### config.mk
export PLATFORM = sky130hd
export DESIGN_NAME = xon_xoff_receive_fifo
export DESIGN_NICKNAME = d
export VERILOG_FILES = /design/src/hdl/xrf_pkg.sv /design/src/hdl/xrf_ctrl.sv /design/src/hdl/xrf_datapath.sv /design/src/hdl/xon_xoff_receive_fifo.sv
export SDC_FILE = /design/constraint.sdc
export NUM_CORES = 1
export LEC_CHECK = 0
export BUFFER_PORTS_ARGS = -buffer_cell sky130_fd_sc_hd__buf_4
export CAP_MARGIN = 0
export CORE_ASPECT_RATIO = 1.1
export CORE_MARGIN = 2
export CORE_UTILIZATION = 40
export DETAILED_ROUTE_END_ITERATION = 10
export GPL_TIMING_DRIVEN = 0
export REMOVE_ABC_BUFFERS = 1
export SLEW_MARGIN = 10
export SYNTH_ARGS = -nofsm -noshare
export SYNTH_HDL_FRONTEND = slang
export SYNTH_SLANG_ARGS = --single-unit
### constraint.sdc
create_clock -name clk -period 6.35 [get_ports clk]
set_clock_uncertainty 0.2 [all_clocks]
set_input_delay 1.27 -clock clk [delete_from_list [all_inputs] [get_ports clk]]
set_output_delay 1.27 -clock clk [all_outputs]
set_load 0.02 [all_outputs]
### src/hdl/xrf_pkg.sv
// Shared types, constants and codes for the XON/XOFF receive FIFO.
package xrf_pkg;

    // Buffer geometry
    localparam int DEPTH = 8;
    localparam int PTR_W = (DEPTH > 1) ? $clog2(DEPTH) : 1;
    localparam int CNT_W = $clog2(DEPTH + 1);

    // Field widths
    localparam int BYTE_W  = 8;
    localparam int LIMIT_W = 4;
    localparam int FILL_W  = 4;
    localparam int REQ_W   = 2;
    localparam int CFG_IDX_W  = 4;
    localparam int CFG_DATA_W = 4;

    // Width used when comparing the fill count with a limit
    localparam int CMP_W = (CNT_W > LIMIT_W) ? CNT_W : LIMIT_W;

    // Byte classes
    localparam logic [BYTE_W-1:0] CTRL_LIMIT = 8'd32;
    localparam logic [BYTE_W-1:0] LF_CODE    = 8'd10;

    // Operation codes
    localparam logic OP_PUSH = 1'b0;
    localparam logic OP_POP  = 1'b1;

    // Flow request codes
    localparam logic [REQ_W-1:0] REQ_NONE = 2'd0;
    localparam logic [REQ_W-1:0] REQ_XOFF = 2'd1;
    localparam logic [REQ_W-1:0] REQ_XON  = 2'd2;

    // Configuration register indexes and reset values
    localparam logic [CFG_IDX_W-1:0] CFG_UPPER = 4'd0;
    localparam logic [CFG_IDX_W-1:0] CFG_LOWER = 4'd1;
    localparam logic [LIMIT_W-1:0] UPPER_RESET = 4'd4;
    localparam logic [LIMIT_W-1:0] LOWER_RESET = 4'd1;

    // Controller states
    typedef enum logic [2:0] {
        ST_IDLE,
        ST_PUSH,
        ST_POP_READ,
        ST_POP_CHECK,
        ST_FINISH
    } state_t;

    // Commands from the controller to the datapath
    typedef struct packed {
        logic take;      // latch a new request, clear the result
        logic push;      // perform the push step
        logic pop_read;  // read the head byte and advance
        logic pop_end;   // close the pop and run the XON test
        logic publish;   // load the output register
    } cmd_t;

    // Status from the datapath to the controller
    typedef struct packed {
        logic empty;     // no bytes held
        logic skip;      // last byte read is a control byte and more remain
        logic out_free;  // output register can take a result
    } status_t;

endpackage

### src/hdl/xrf_ctrl.sv
// Controller state machine for the XON/XOFF receive FIFO.
module xrf_ctrl (
    input  logic             clk,
    input  logic             rst_n,
    input  logic             in_valid,
    input  logic             op,
    output logic             in_ready,
    input  xrf_pkg::status_t status,
    output xrf_pkg::cmd_t    cmd
);
    import xrf_pkg::*;

    state_t state_reg;
    state_t state_next;

    // State register
    always_ff @(posedge clk or negedge rst_n)
    begin
        if (!rst_n)
        begin
            state_reg <= ST_IDLE;
        end
        else
        begin
            state_reg <= state_next;
        end
    end

    // Next state and commands
    always_comb
    begin
        state_next = state_reg;
        cmd        = '0;
        in_ready   = 1'b0;
        unique case (state_reg)
            ST_IDLE:
            begin
                in_ready = 1'b1;
                if (in_valid)
                begin
                    cmd.take = 1'b1;
                    if (op == OP_PUSH)
                    begin
                        state_next = ST_PUSH;
                    end
                    else if (status.empty)
                    begin
                        state_next = ST_FINISH;
                    end
                    else
                    begin
                        state_next = ST_POP_READ;
                    end
                end
            end
            ST_PUSH:
            begin
                cmd.push   = 1'b1;
                state_next = ST_FINISH;
            end
            ST_POP_READ:
            begin
                cmd.pop_read = 1'b1;
                state_next   = ST_POP_CHECK;
            end
            ST_POP_CHECK:
            begin
                if (status.skip)
                begin
                    state_next = ST_POP_READ;
                end
                else
                begin
                    cmd.pop_end = 1'b1;
                    state_next  = ST_FINISH;
                end
            end
            ST_FINISH:
            begin
                if (status.out_free)
                begin
                    cmd.publish = 1'b1;
                    state_next  = ST_IDLE;
                end
            end
            default:
            begin
                state_next = ST_IDLE;
            end
        endcase
    end

    // A head read is only issued while bytes are held
    a_read_not_empty: assert property (@(posedge clk) disable iff (!rst_n)
        state_reg == ST_POP_READ |-> !status.empty)
        else $error("pop read issued on an empty buffer");

endmodule

### src/hdl/xrf_datapath.sv
// Datapath of the XON/XOFF receive FIFO: store, pointers, fill count and result register.
module xrf_datapath (
    input  logic                                clk,
    input  logic                                rst_n,
    input  xrf_pkg::cmd_t                       cmd,
    output xrf_pkg::status_t                    status,
    input  logic [xrf_pkg::BYTE_W-1:0]          rx_byte,
    input  logic                                cfg_valid,
    output logic                                cfg_ready,
    input  logic [xrf_pkg::CFG_IDX_W-1:0]       cfg_index,
    input  logic [xrf_pkg::CFG_DATA_W-1:0]      cfg_data,
    output logic                                out_valid,
    input  logic                                out_ready,
    output logic                                accepted,
    output logic                                overflow,
    output logic                                got_byte,
    output logic [xrf_pkg::BYTE_W-1:0]          out_byte,
    output logic [xrf_pkg::REQ_W-1:0]           flow_request,
    output logic [xrf_pkg::FILL_W-1:0]          fill_level
);
    import xrf_pkg::*;

    // Byte store
    logic [BYTE_W-1:0] mem [DEPTH];
    logic [BYTE_W-1:0] rdata_reg;

    // Control state
    logic [PTR_W-1:0]   rd_ptr_reg,  rd_ptr_next;
    logic [PTR_W-1:0]   wr_ptr_reg,  wr_ptr_next;
    logic [CNT_W-1:0]   count_reg,   count_next;
    logic               xoff_reg,    xoff_next;
    logic [LIMIT_W-1:0] upper_reg,   upper_next;
    logic [LIMIT_W-1:0] lower_reg,   lower_next;

    // Request and working result
    logic [BYTE_W-1:0]  rx_reg;
    logic               acc_reg,     acc_next;
    logic               ovf_reg,     ovf_next;
    logic               got_reg,     got_next;
    logic [REQ_W-1:0]   req_reg,     req_next;

    // Output register
    logic               out_valid_reg, out_valid_next;
    logic               out_acc_reg;
    logic               out_ovf_reg;
    logic               out_got_reg;
    logic [BYTE_W-1:0]  out_byte_reg;
    logic [REQ_W-1:0]   out_req_reg;
    logic [FILL_W-1:0]  out_fill_reg;

    logic               full;
    logic               store_en;
    logic [CNT_W-1:0]   count_push;
    logic [CMP_W-1:0]   count_wide;
    logic [CMP_W-1:0]   count_push_wide;

    function automatic logic [PTR_W-1:0] ring_next(input logic [PTR_W-1:0] p);
        logic [PTR_W-1:0] r;
        if (p == PTR_W'(DEPTH - 1))
        begin
            r = '0;
        end
        else
        begin
            r = p + 1'b1;
        end
        return r;
    endfunction

    assign full       = (count_reg == CNT_W'(DEPTH));
    assign store_en   = cmd.push && !xoff_reg && !full;
    assign count_push = store_en ? count_reg + 1'b1 : count_reg;
    assign count_wide      = CMP_W'(count_reg);
    assign count_push_wide = CMP_W'(count_push);

    // Report status to the controller
    assign status.empty    = (count_reg == '0);
    assign status.skip     = (rdata_reg < CTRL_LIMIT) && (rdata_reg != LF_CODE)
                             && (count_reg != '0);
    assign status.out_free = !out_valid_reg || out_ready;

    assign cfg_ready = 1'b1;

    // Store write and registered head read
    always_ff @(posedge clk)
    begin
        if (store_en)
        begin
            mem[wr_ptr_reg] <= rx_reg;
        end
        if (cmd.pop_read)
        begin
            rdata_reg <= mem[rd_ptr_reg];
        end
    end

    // Latch the pushed byte
    always_ff @(posedge clk)
    begin
        if (cmd.take)
        begin
            rx_reg <= rx_byte;
        end
    end

    // Next state of pointers, count, flow state and result
    always_comb
    begin
        rd_ptr_next    = rd_ptr_reg;
        wr_ptr_next    = wr_ptr_reg;
        count_next     = count_reg;
        xoff_next      = xoff_reg;
        upper_next     = upper_reg;
        lower_next     = lower_reg;
        acc_next       = acc_reg;
        ovf_next       = ovf_reg;
        got_next       = got_reg;
        req_next       = req_reg;
        out_valid_next = out_valid_reg;

        // Write configuration; unknown indexes drop
        if (cfg_valid)
        begin
            unique case (cfg_index)
                CFG_UPPER: upper_next = cfg_data;
                CFG_LOWER: lower_next = cfg_data;
                default:   ;
            endcase
        end

        // Clear the result for a new request
        if (cmd.take)
        begin
            acc_next = 1'b0;
            ovf_next = 1'b0;
            got_next = 1'b0;
            req_next = REQ_NONE;
        end

        // Push: store unless XOFF or full, then test for XOFF
        if (cmd.push && !xoff_reg)
        begin
            if (full)
            begin
                ovf_next = 1'b1;
            end
            else
            begin
                wr_ptr_next = ring_next(wr_ptr_reg);
                acc_next    = 1'b1;
            end
            count_next = count_push;
            if (count_push_wide > CMP_W'(upper_reg))
            begin
                xoff_next = 1'b1;
                req_next  = REQ_XOFF;
            end
        end

        // Pop: advance past the head byte
        if (cmd.pop_read)
        begin
            rd_ptr_next = ring_next(rd_ptr_reg);
            count_next  = count_reg - 1'b1;
        end

        // Close the pop and test for XON
        if (cmd.pop_end)
        begin
            got_next = 1'b1;
            if (count_wide < CMP_W'(lower_reg) && xoff_reg)
            begin
                xoff_next = 1'b0;
                req_next  = REQ_XON;
            end
        end

        // Hand over the result or drop it once taken
        if (cmd.publish)
        begin
            out_valid_next = 1'b1;
        end
        else if (out_ready)
        begin
            out_valid_next = 1'b0;
        end
    end

    // Control registers
    always_ff @(posedge clk or negedge rst_n)
    begin
        if (!rst_n)
        begin
            rd_ptr_reg    <= '0;
            wr_ptr_reg    <= '0;
            count_reg     <= '0;
            xoff_reg      <= 1'b0;
            upper_reg     <= UPPER_RESET;
            lower_reg     <= LOWER_RESET;
            acc_reg       <= 1'b0;
            ovf_reg       <= 1'b0;
            got_reg       <= 1'b0;
            req_reg       <= REQ_NONE;
            out_valid_reg <= 1'b0;
        end
        else
        begin
            rd_ptr_reg    <= rd_ptr_next;
            wr_ptr_reg    <= wr_ptr_next;
            count_reg     <= count_next;
            xoff_reg      <= xoff_next;
            upper_reg     <= upper_next;
            lower_reg     <= lower_next;
            acc_reg       <= acc_next;
            ovf_reg       <= ovf_next;
            got_reg       <= got_next;
            req_reg       <= req_next;
            out_valid_reg <= out_valid_next;
        end
    end

    // Output payload register
    always_ff @(posedge clk)
    begin
        if (cmd.publish)
        begin
            out_acc_reg  <= acc_reg;
            out_ovf_reg  <= ovf_reg;
            out_got_reg  <= got_reg;
            out_byte_reg <= got_reg ? rdata_reg : '0;
            out_req_reg  <= req_reg;
            out_fill_reg <= count_wide[FILL_W-1:0];
        end
    end

    assign out_valid    = out_valid_reg;
    assign accepted     = out_acc_reg;
    assign overflow     = out_ovf_reg;
    assign got_byte     = out_got_reg;
    assign out_byte     = out_byte_reg;
    assign flow_request = out_req_reg;
    assign fill_level   = out_fill_reg;

    // Fill count never exceeds the buffer depth
    a_count_bound: assert property (@(posedge clk) disable iff (!rst_n)
        count_wide <= CMP_W'(DEPTH))
        else $error("fill count beyond depth");

    // A push under XOFF leaves the buffer untouched
    a_xoff_push_holds: assert property (@(posedge clk) disable iff (!rst_n)
        cmd.push && xoff_reg |=> $stable(count_reg) && $stable(wr_ptr_reg))
        else $error("push stored a byte while XOFF in force");

    // A published result is never both stored and refused, nor both push and pop
    a_result_consistent: assert property (@(posedge clk) disable iff (!rst_n)
        cmd.publish |=> !(accepted && overflow) && !(got_byte && (accepted || overflow)))
        else $error("inconsistent result flags");

endmodule

### src/hdl/xon_xoff_receive_fifo.sv
// Top level of the XON/XOFF receive FIFO: controller and datapath.
//
// Usage:
//   Input channel (in_valid/in_ready) carries one request: op selects push of
//   rx_byte or pop of the next valid byte. Output channel (out_valid/out_ready)
//   returns one result per request: accepted, overflow, got_byte, out_byte,
//   flow_request (XOFF or XON to be sent now) and fill_level after the step.
//   Configuration channel (cfg_valid/cfg_ready, cfg_index, cfg_data) writes
//   the upper limit (index 0) and lower limit (index 1); it is always ready.
// Sequence:
//   A push goes from acceptance through PUSH to FINISH, where its result
//   is loaded once the output register frees. A pop passes POP_READ and
//   POP_CHECK per byte read, then FINISH; an empty pop goes to FINISH.
//   Both are needed per byte: the registered read port feeds the skip test.
// Reset:
//   Pointers, fill count and output valid clear; XON state; limits return to
//   4 and 1. Store contents are undefined until written.
// Stalls:
//   A result waits in the output register while out_ready is low; the block
//   still takes the next request and holds its own result until the register
//   frees.
module xon_xoff_receive_fifo (
    input  logic                                clk,
    input  logic                                rst_n,
    input  logic                                in_valid,
    output logic                                in_ready,
    input  logic                                op,
    input  logic [xrf_pkg::BYTE_W-1:0]          rx_byte,
    output logic                                out_valid,
    input  logic                                out_ready,
    output logic                                accepted,
    output logic                                overflow,
    output logic                                got_byte,
    output logic [xrf_pkg::BYTE_W-1:0]          out_byte,
    output logic [xrf_pkg::REQ_W-1:0]           flow_request,
    output logic [xrf_pkg::FILL_W-1:0]          fill_level,
    input  logic                                cfg_valid,
    output logic                                cfg_ready,
    input  logic [xrf_pkg::CFG_IDX_W-1:0]       cfg_index,
    input  logic [xrf_pkg::CFG_DATA_W-1:0]      cfg_data
);
    import xrf_pkg::*;

    cmd_t    cmd;
    status_t status;

    // Sequence each request
    xrf_ctrl u_ctrl (
        .clk      (clk),
        .rst_n    (rst_n),
        .in_valid (in_valid),
        .op       (op),
        .in_ready (in_ready),
        .status   (status),
        .cmd      (cmd)
    );

    // Hold the bytes, pointers, limits and result
    xrf_datapath u_datapath (
        .clk          (clk),
        .rst_n        (rst_n),
        .cmd          (cmd),
        .status       (status),
        .rx_byte      (rx_byte),
        .cfg_valid    (cfg_valid),
        .cfg_ready    (cfg_ready),
        .cfg_index    (cfg_index),
        .cfg_data     (cfg_data),
        .out_valid    (out_valid),
        .out_ready    (out_ready),
        .accepted     (accepted),
        .overflow     (overflow),
        .got_byte     (got_byte),
        .out_byte     (out_byte),
        .flow_request (flow_request),
        .fill_level   (fill_level)
    );

endmodule

==> results.md, run 1 <==
- Pwr Density: around 450 nW/um2
- Final GP Congestion: 0.751
- Slowest cell delay on critical path: about 0.47 ns
- IR Drop Worst-Case VDD: 0.000305 V
- Static leakage power: 2.27 nW
- Count of cells along the worst register-to-register path: 4
- Final min period: 2.86 ns
- Category of the worst setup path capture point: primary output
- Number of DRC markers after the initial detailed-route iteration: between 150 and 200
- Antenna violation net count after detailed routing: 0
- Post-Synthesis Mean Instance Area: 16.4 um2
- Required time of the critical path: 4.88 ns
- Largest area contributor in the synthesized netlist: sky130_fd_sc_hd__edfxtp_1
- Transition time at the pin with the least slew margin: 1.13 ns
- Num CTS Buffers: 17
- CTS tree: built
- Number of detailed-route iterations in the first pass: 4
- Depth of the CTS H-tree: 4
- Path class of the lowest-slack min-delay path: flop to flop
- Leading cell types by count after synthesis: sky130_fd_sc_hd__edfxtp_1 (97), sky130_fd_sc_hd__nand2_1 (32), sky130_fd_sc_hd__dfrtp_1 (26)
- Crit-path max FO: 8
- Worst Path Class, Setup: flop to primary output
- Height of the chip: 123 um
- Placed standard-cell area: 5580 um2
- Worst hold slack across all endpoints: 0.248 ns
- CORE AREA: 12500 um2
- Sum Neg Setup Slack: 0 ns
- Layout overhead on the synthesized area: 20.3%
- Number of antenna violations at the first check in global routing: 0
- Number of buffers inserted by hold repair at cts: 0
- Starting utilization of the core area: between 40 and 50%
- Worst EP arrival: approximately 1.4 ns
- Overflow left after global routing: 0
- Clock root buffer: sky130_fd_sc_hd__clkbuf_16
- Std cell rows: 43
- Total die area: 13700 um2
- Critical Path Slowest Stage Cell: sky130_fd_sc_hd__dfrtp_1
- Fraction of layout instances using a drive strength above 1: 30.0%
- # IOs: 42
- Crit share post-route: 45.1%
- Number of distinct standard cells referenced by the synthesized netlist: 48
- Launch instance of the worst register-to-register path: u_ctrl.state_reg[2]
- Cts repair resizes: 0
- Register with the most flip-flops: u_datapath.mem
- Final-report setup violation count: 0
- Count of warnings emitted by yosys: 0
- Wire length of the first global-routing pass: 14200 um
- Syn Inst Count: between 300 and 400
- Routed wire per std cell: 16.7 um
- Worst setup SP type: flop
- Run status: finished clean
- Reg2reg setup slack: 3.55 ns
- Design Area, Final: 6150 um2
- Setup repair after global routing missed its margin: false
- Total length of routed wires: 8840 um
- Maximum number of pins on one net before global-route repair: 29
- Total track usage: 14.0%
- Estimated wirelength of the detail-placed design: 5790 um
- Top_reg_cell synth: sky130_fd_sc_hd__edfxtp_1
- Count leader, synth: sky130_fd_sc_hd__edfxtp_1
- Worst hold endpoint: u_datapath.flow_request[1]
- Number of buffer and inverter instances along the worst setup path: 1
- Largest cells by area after synthesis: sky130_fd_sc_hd__edfxtp_1 (57%), sky130_fd_sc_hd__dfrtp_1 (13%), sky130_fd_sc_hd__mux4_2 (7.1%)
- Vias post-DR: about 2700
- Number of flip-flops in the largest register: 64
- Yosys top cell area share: 57.0%
- Worst Hold Path Cells: 0
- Worst path cell trace: nor3_1, buf_4
- Worst slew margin: between 20% and 30%
- Buffers added on ports: 40
- Number of remaining DRC errors: 0
- Total inserted antenna cells: 0
- Logic depth of the worst path, buffers included: 2
- Clock-pin slew reported for the worst setup and hold paths after clock tree synthesis: 0.06 ns
- Post-CTS setup-driven buffer insertion count: 0
- Highest attainable clock frequency: 0.349 GHz
- Reg2reg end: u_datapath.mem[7][4]
- Die Width: 112 um
- Post-Syn Area: 5110 um2
- Number of synthesized register bits: between 100 and 150
- Sequential cell area fraction in the yosys report: a little over two thirds
- Slew Limit Fails: 0
- Clk sinks: 125
- Via-to-Cell Ratio: 5.02
- Post-layout nets: 395
- Top Family by Delay on Critical Path: flip-flops
- Clock insertion delay at the later pin of the skew report: 0.41 ns
- Max-cap violations: 0
- Number of enable flip-flop cells after synthesis: 97
- Fraction of registers with async set or reset after synthesis: 22.4%
- Buffer depth of the longest clock path: 2
- Start point of the worst hold path: u_datapath.req_reg[1]
- Final Hold Fails: 0
- Number of global-route vias before repair: 2742
## cell families (layout without fill, tap and decap cells)
kind of cell,count (synthesis),in the layout,share of synthesized area [%]
flip-flops,125,125,70.7
XOR/XNOR,4,4,0.685
adder cells (fa/ha/maj),13,13,3.18
other,1,1,0.0734
AND/OR/NAND/NOR,81,81,8.49
AO/OA/AOI/OAI,31,31,4.04
buffers and inverters,25,87,2.47
multiplexers,31,31,10.3
## cell type report
cell class	count	area, um2
clock inverter	15	146
inverter	12	45.0
multi-input combinational	161	1400
tap	157	196
sequential	125	3620
timing repair buffer	43	323
fill	1040	6390
clock buffer	17	425
## power by group
part	total [mW]	switching [mW]	internal [mW]	leakage, nW
clock	0.926	0.351	0.574	0.272
sequential	1.27	0.190	1.08	1.23
combinational	0.581	0.279	0.302	0.774
total	2.78	0.821	1.95	2.27
## per-stage QoR
step                util (%)  cells  setup WS (ns)  power, mW
floorplan                  -    298           3.78       1.65
global placement        44.1    495           2.61       1.84
detailed placement      44.5    498           3.51       1.87
CTS                     49.0    530           3.46       2.81
finish                  49.0    530           3.49       2.78
global route            49.0    530           3.35       2.92
## cell usage in the layout (no fill, tap or decap), types with 3 or more instances in the layout
cell type / Yosys / layout
sky130_fd_sc_hd__clkinv_4: 0 / 3
sky130_fd_sc_hd__nor3_2: 0 / 4
sky130_fd_sc_hd__a21oi_1: 4 / 4
sky130_fd_sc_hd__o21ai_0: 11 / 11
sky130_fd_sc_hd__inv_1: 11 / 11
sky130_fd_sc_hd__clkbuf_16: 0 / 17
sky130_fd_sc_hd__xnor2_1: 4 / 4
sky130_fd_sc_hd__clkinv_1: 1 / 6
sky130_fd_sc_hd__mux4_2: 16 / 16
sky130_fd_sc_hd__and2_1: 10 / 10
sky130_fd_sc_hd__nand2_1: 32 / 32
sky130_fd_sc_hd__mux2_2: 13 / 13
sky130_fd_sc_hd__buf_4: 3 / 43
sky130_fd_sc_hd__inv_6: 0 / 3
sky130_fd_sc_hd__nand2b_1: 7 / 7
sky130_fd_sc_hd__dfrtp_1: 26 / 26
sky130_fd_sc_hd__ha_1: 13 / 13
sky130_fd_sc_hd__edfxtp_1: 97 / 97
sky130_fd_sc_hd__nor2_1: 7 / 7
sky130_fd_sc_hd__nor3_1: 10 / 6
## layer usage
metal  wire, um  track usage (%)  vias up
met4        179             7.02        0
li1           -                -     1273
met1       4090             17.7     1318
met3        394             4.94       18
met2       4180             21.7       54
met5          0                0        -
## worst max path at each step
stage | from | endpoint | slack (ns)
after floorplan | u_ctrl.state_reg[1] | u_datapath.mem[0][0] | 3.78
after global placement | u_ctrl.state_reg[1] | u_datapath.mem[0][0] | 2.61
after detailed placement | u_ctrl.state_reg[2] | u_datapath.mem[3][0] | 3.51
after CTS | u_ctrl.state_reg[1] | in_ready | 3.46
after global routing | u_ctrl.state_reg[1] | u_datapath.req_reg[1] | 3.35
final | u_ctrl.state_reg[1] | in_ready | 3.49
(Power assumes the default switching activity.)
==> inputs of run 2 (changes only) <==
Clock period 6.35 ns to 2.7 ns, I/O delays scaled along.
==> run 2 against run 1 <==
  * Worst setup slack got worse by 3.4 ns
  * Clock power increased by 140%
  * Die area unchanged
  * Hold slack got worse by 0.15 ns
  * Critical path depth increased by 2
  * Largest cell class unchanged
  * Highest routed layer unchanged
==> results.md, run 2 (synthesis results as in run 1) <==
- Number of buffer and inverter instances along the worst setup path: 1
- Wire length of the first global-routing pass: 14200 um
- Clock-pin slew reported for the worst setup and hold paths after clock tree synthesis: 0.05 ns
- Clk sinks: around 130
- Total die area: 13700 um2
- Crit-path max FO: 12
- Buffers added on ports: 40
- Final min period: 2.62 ns
- Num CTS Buffers: 17
- Std cell rows: between 40 and 50
- Fraction of layout instances using a drive strength above 1: 32.3%
- # IOs: 42
- Slew Limit Fails: 0
- Highest attainable clock frequency: 0.381 GHz
- CORE AREA: 12500 um2
- Launch instance of the worst register-to-register path: u_ctrl.state_reg[2]
- Final GP Congestion: about 0.75
- Category of the worst setup path capture point: flop
- Buffer depth of the longest clock path: 2
- Static leakage power: 2.28 nW
- Setup repair after global routing missed its margin: true
- Antenna violation net count after detailed routing: 0
- Number of DRC markers after the initial detailed-route iteration: between 150 and 200
- Routed wire per std cell: about 17 um
- Die Width: 112 um
- Total track usage: 14.0%
- Depth of the CTS H-tree: 4
- Worst hold slack across all endpoints: between 0.09 and 0.1 ns
- Height of the chip: 123 um
- Starting utilization of the core area: 40.8%
- Worst setup path startpoint: u_ctrl.state_reg[2]
- Final-report setup violation count: 0
- Post-layout nets: 397
- Sequential cell area: 3620 um2
- Total length of routed wires: 8880 um
- Number of remaining DRC errors: 0
- Pwr Density: 1060 nW/um2
- Number of flip-flops in the largest register: 64
- Required time of the critical path: 2.63 ns
- Number of antenna violations at the first check in global routing: 0
- Total inserted antenna cells: 0
- Worst EP arrival: 2.55 ns
- Estimated wirelength of the detail-placed design: 5790 um
- Critical Path Slowest Stage Cell: sky130_fd_sc_hd__nor4_2
- Number of global-route vias before repair: between 2000 and 3000
- Area of the multi-input gates: 1410 um2
- CTS tree: built
- Utilization after layout: 49.3%
- Register with the most flip-flops: u_datapath.mem
- Clock insertion delay at the later pin of the skew report: 0.42 ns
- Most common library cell in the layout ignoring fill and taps: sky130_fd_sc_hd__edfxtp_1
- Commonest cells after routing, fill and taps aside: sky130_fd_sc_hd__edfxtp_1 (97), sky130_fd_sc_hd__buf_4 (44), sky130_fd_sc_hd__nand2_1 (32)
- Maximum number of pins on one net before global-route repair: 29
- Max-cap violations: 0
- Start point of the worst hold path: rx_byte[1]
- Overflow left after global routing: 0
- Final Hold Fails: 0
- Via-to-Cell Ratio: 5.07
- Worst Path Class, Setup: flop to flop
- Filler cell count: 1047
- Run status: finished clean
- Vias post-DR: 2695
- Path class of the lowest-slack min-delay path: input pin to flop
- Worst slew margin: around a quarter
- Crit share post-route: 97.2%
- Layout overhead on the synthesized area: 21.0%
- Worst path cell trace: nor4b_4, nand2_1, nor4_2, buf_4
- Top Family by Delay on Critical Path: simple AND/OR/NAND/NOR gates
- Transition time at the pin with the least slew margin: approximately 1.1 ns
- Sum Neg Setup Slack: 0 ns
- Clock root buffer: sky130_fd_sc_hd__clkbuf_16
- Number of detailed-route iterations in the first pass: 4
- Slowest cell delay on critical path: 0.59 ns
- IR Drop Worst-Case VDD: approximately 0.00071 V
- Worst setup SP type: flop
- Sum of internal, switching and leakage power: roughly 6.6 mW
run 2: cell count changes in the layout (fill, tap and decap cells not counted), sizes merged:
cell         previous run  this run
buf                    43        44
dlygate4sd3             0         1
run 2: final timing paths:
path | slack [ns] | end | cells past startpoint
min | 0.1 | u_datapath.rx_reg[1] | 1
min reg2reg | 0.25 | u_datapath.flow_request[1] | 0
max reg2reg | 0.08 | u_datapath.mem[0][0] | 4
max in group asynchronous | 1.59 | u_datapath.lower_reg[0] | 2
max | 0.08 | u_datapath.mem[0][0] | 4
min in group asynchronous | 0.38 | u_datapath.upper_reg[1] | 2
run 2: routing by layer:
layer | vias to the layer above | GRT usage, % | wire length (um)
met5 | - | 0 | 0
met4 | 0 | 7.18 | 216
met3 | 22 | 4.99 | 422
met2 | 57 | 21.6 | 4230
met1 | 1342 | 17.6 | 4020
li1 | 1274 | - | -
run 2: layout make-up:
cell class	count	area share, %
inverters	12	0.729
multi-input cells	161	22.8
clock inverters	15	2.37
repair buffers	45	5.50
clock buffers	17	6.88
well taps	157	3.18
flip-flops and latches	125	58.5
run 2: worst reg2reg max path: stages, from the launching register on:
cell and delay, ns:
sky130_fd_sc_hd__dfrtp_1 0.49, sky130_fd_sc_hd__nor4b_4 0.38, sky130_fd_sc_hd__nand2_1 0.39, sky130_fd_sc_hd__nor4_2 0.59, sky130_fd_sc_hd__buf_4 0.28
run 2: report_power, final:
group | leakage (nW) | switching (mW) | internal, mW | total, mW
clock | 0.272 | 0.830 | 1.35 | 2.18
sequential | 1.22 | 0.445 | 2.54 | 2.98
combinational | 0.783 | 0.669 | 0.723 | 1.39
run 2: what timing repair did:
action	in CTS	in global routing
buffers inserted	1	0
pin swaps	1	0
endpoints found under the setup margin	52	28
resized for setup	4	4
hold endpoints to repair	26	0
hold buffers	1	0
run 2: stage by stage:
step / cell area (um2) / setup slack (ns) / instances
after floorplan: 5030 / 0.130 / 298
after CTS: 6170 / -0.0342 / 532
after detailed placement: 5580 / -0.143 / 498
after global placement: 5530 / -1.04 / 495
final: 6180 / 0.0750 / 532
after global routing: 6180 / -0.0548 / 532
==> inputs of run 3 (changes only) <==
Clock period 2.7 ns to 3.2 ns, I/O delays scaled along.
==> run 3 against run 2 <==
  * Global-route usage is essentially flat
  * Register-to-register slack gained 0.32 ns
  * Power shrank 16%
  * Flip-flop and latch count is the same
  * Clock-buffer cell count is the same
  * Sequential share of layout area grew 0.20 points
  * Combinational power shrank 17%
  * Cell count shrank 0.19%
  * Critical path type unchanged
  * Critical endpoint is now u_datapath.mem[7][4]
  * Largest power group unchanged
==> results.md, run 3 (synthesis results as in run 1) <==
- Pwr Density: 894 nW/um2
- Crit-path max FO: 9
- Final std cells w/o fill: 531
- Number of buffer and inverter instances along the worst setup path: 0
- Worst path cell trace: nor4b_4, and2_1, nand2_1, nor2_1
- IR Drop Worst-Case VDD: 0.000604 V
- Maximum number of pins on one net before global-route repair: 29
- Top Family by Delay on Critical Path: simple AND/OR/NAND/NOR gates
- Reg2reg setup slack: 0.40 ns
- Worst Hold Path Cells: 1
- Total length of routed wires: 8820 um
- CTS tree: built
- Number of global-route vias before repair: about 2700
- Vias post-DR: roughly 2700
- Number of detailed-route iterations in the first pass: 4
- Overflow left after global routing: 0
- Total inserted antenna cells: 0
- Highest attainable clock frequency: about 0.36 GHz
- Post-CTS setup-driven buffer insertion count: 0
- Buffer depth of the longest clock path: 2
- Via-to-Cell Ratio: 5.02
- Category of the worst setup path capture point: flop
- Number of DRC markers after the initial detailed-route iteration: 153
- CORE AREA: 12500 um2
- Cts repair resizes: 0
- Die Width: 112 um
- Static leakage power: 2.28 nW
- Total die area: 13700 um2
- Clk sinks: 125
- Estimated wirelength of the detail-placed design: 5790 um
- Fraction of layout instances using a drive strength above 1: 29.9%
- Slew Limit Fails: 0
- Worst EP arrival: ~2.6 ns
- Most common library cell in the layout ignoring fill and taps: sky130_fd_sc_hd__edfxtp_1
- Std cell rows: 43
- Logic depth of the worst path, buffers included: 4
- Buffers added on ports: 40
- Filler cell count: between 1000 and 1500
- Path class of the lowest-slack min-delay path: input pin to flop
- Final Hold Fails: 0
- Number of remaining DRC errors: 0
- Commonest cells after routing, fill and taps aside: sky130_fd_sc_hd__edfxtp_1 (97), sky130_fd_sc_hd__buf_4 (43), sky130_fd_sc_hd__nand2_1 (32)
- Starting utilization of the core area: 40.8%
- Worst slew margin: 24.6%
- Clock root buffer: sky130_fd_sc_hd__clkbuf_16
- Num CTS Buffers: 17
- Antenna violation net count after detailed routing: 0
- Clock insertion delay at the later pin of the skew report: 0.41 ns
- Total track usage: 14.1%
- Number of flip-flops in the largest register: 64
- Slowest cell delay on critical path: 0.72 ns
- Worst setup SP type: flop
- Critical Path Slowest Stage Cell: sky130_fd_sc_hd__nor2_1
- Final min period: 2.80 ns
- Max-cap violations: 0
- Reg2reg end: u_datapath.mem[7][4]
- Instance count after placement with tap cells included: roughly 500
- Depth of the CTS H-tree: 4
- Dpl ws: 0.357 ns
- Worst hold slack across all endpoints: 0.200 ns
- Sum of internal, switching and leakage power: 5.51 mW
- Number of antenna violations at the first check in global routing: 0
- Final GP Congestion: 0.751
- Wire length of the first global-routing pass: roughly 14000 um
- Post-layout nets: between 300 and 400
- Slack of the critical path: 0.396 ns
- Worst hold endpoint: u_datapath.rx_reg[1]
- Transition time at the pin with the least slew margin: 1.13 ns
- Clock-pin slew reported for the worst setup and hold paths after clock tree synthesis: 0.05 ns
- Layout overhead on the synthesized area: 20.5%
- Crit share post-route: 87.6%
- Run status: finished clean
- Routed wire per std cell: about 17 um
- Setup repair after global routing missed its margin: false
- Height of the chip: approximately 120 um
- # IOs: 42
- Final-report setup violation count: 0
- Required time of the critical path: 3.04 ns
- Register with the most flip-flops: u_datapath.mem
- Worst Path Class, Setup: flop to flop
- Count of cells along the worst register-to-register path: 4
- Start point of the worst hold path: rx_byte[1]
- Launch instance of the worst register-to-register path: u_ctrl.state_reg[2]
- Number of buffers inserted by hold repair at cts: 1
run 3: routing by layer:
metal  up-vias  global-route usage, %  routed length (um)  part of all wire (%)
li1       1275                      -                   -                     -
met1      1319                   17.7                4060                    46
met2        55                   21.8                4190                    47
met3        17                   4.94                 392                   4.4
met4         0                   7.02                 178                   2.0
met5         -                      0                   0                     0
run 3: layout make-up:
class | instances | area, um2 | area share, %
clock buffers | 17 | 425 | 6.91
clock inverters | 15 | 146 | 2.38
inverters | 12 | 45.0 | 0.732
multi-input cells | 161 | 1400 | 22.7
flip-flops and latches | 125 | 3620 | 58.7
well taps | 157 | 196 | 3.19
repair buffers | 44 | 333 | 5.41
run 3: power by group:
group	internal, mW	switching (mW)	total (mW)
combinational	0.600	0.554	1.15
clock	1.14	0.696	1.84
sequential	2.14	0.377	2.52
total	3.88	1.63	5.51
run 3: stage by stage:
stage	util (%)	instance area, um2	TNS [ns]
5_1_grt	49.1	6160	0
4_1_cts	49.1	6160	0
2_1_floorplan	-	5030	0
3_5_place_dp	44.5	5580	0
3_3_place_gp	44.1	5530	-5.97
6_report	49.1	6160	0
run 3: how the worst max path moves through the flow:
| stage | from | to |
|---|---|---|
| 3_3_place_gp | u_ctrl.state_reg[1] | u_datapath.mem[0][0] |
| 3_5_place_dp | u_ctrl.state_reg[2] | u_datapath.mem[3][0] |
| 2_1_floorplan | u_ctrl.state_reg[1] | u_datapath.mem[0][0] |
| 5_1_grt | u_ctrl.state_reg[1] | u_datapath.req_reg[1] |
| 4_1_cts | u_ctrl.state_reg[1] | u_datapath.mem[3][1] |
| 6_report | u_ctrl.state_reg[2] | u_datapath.mem[7][4] |
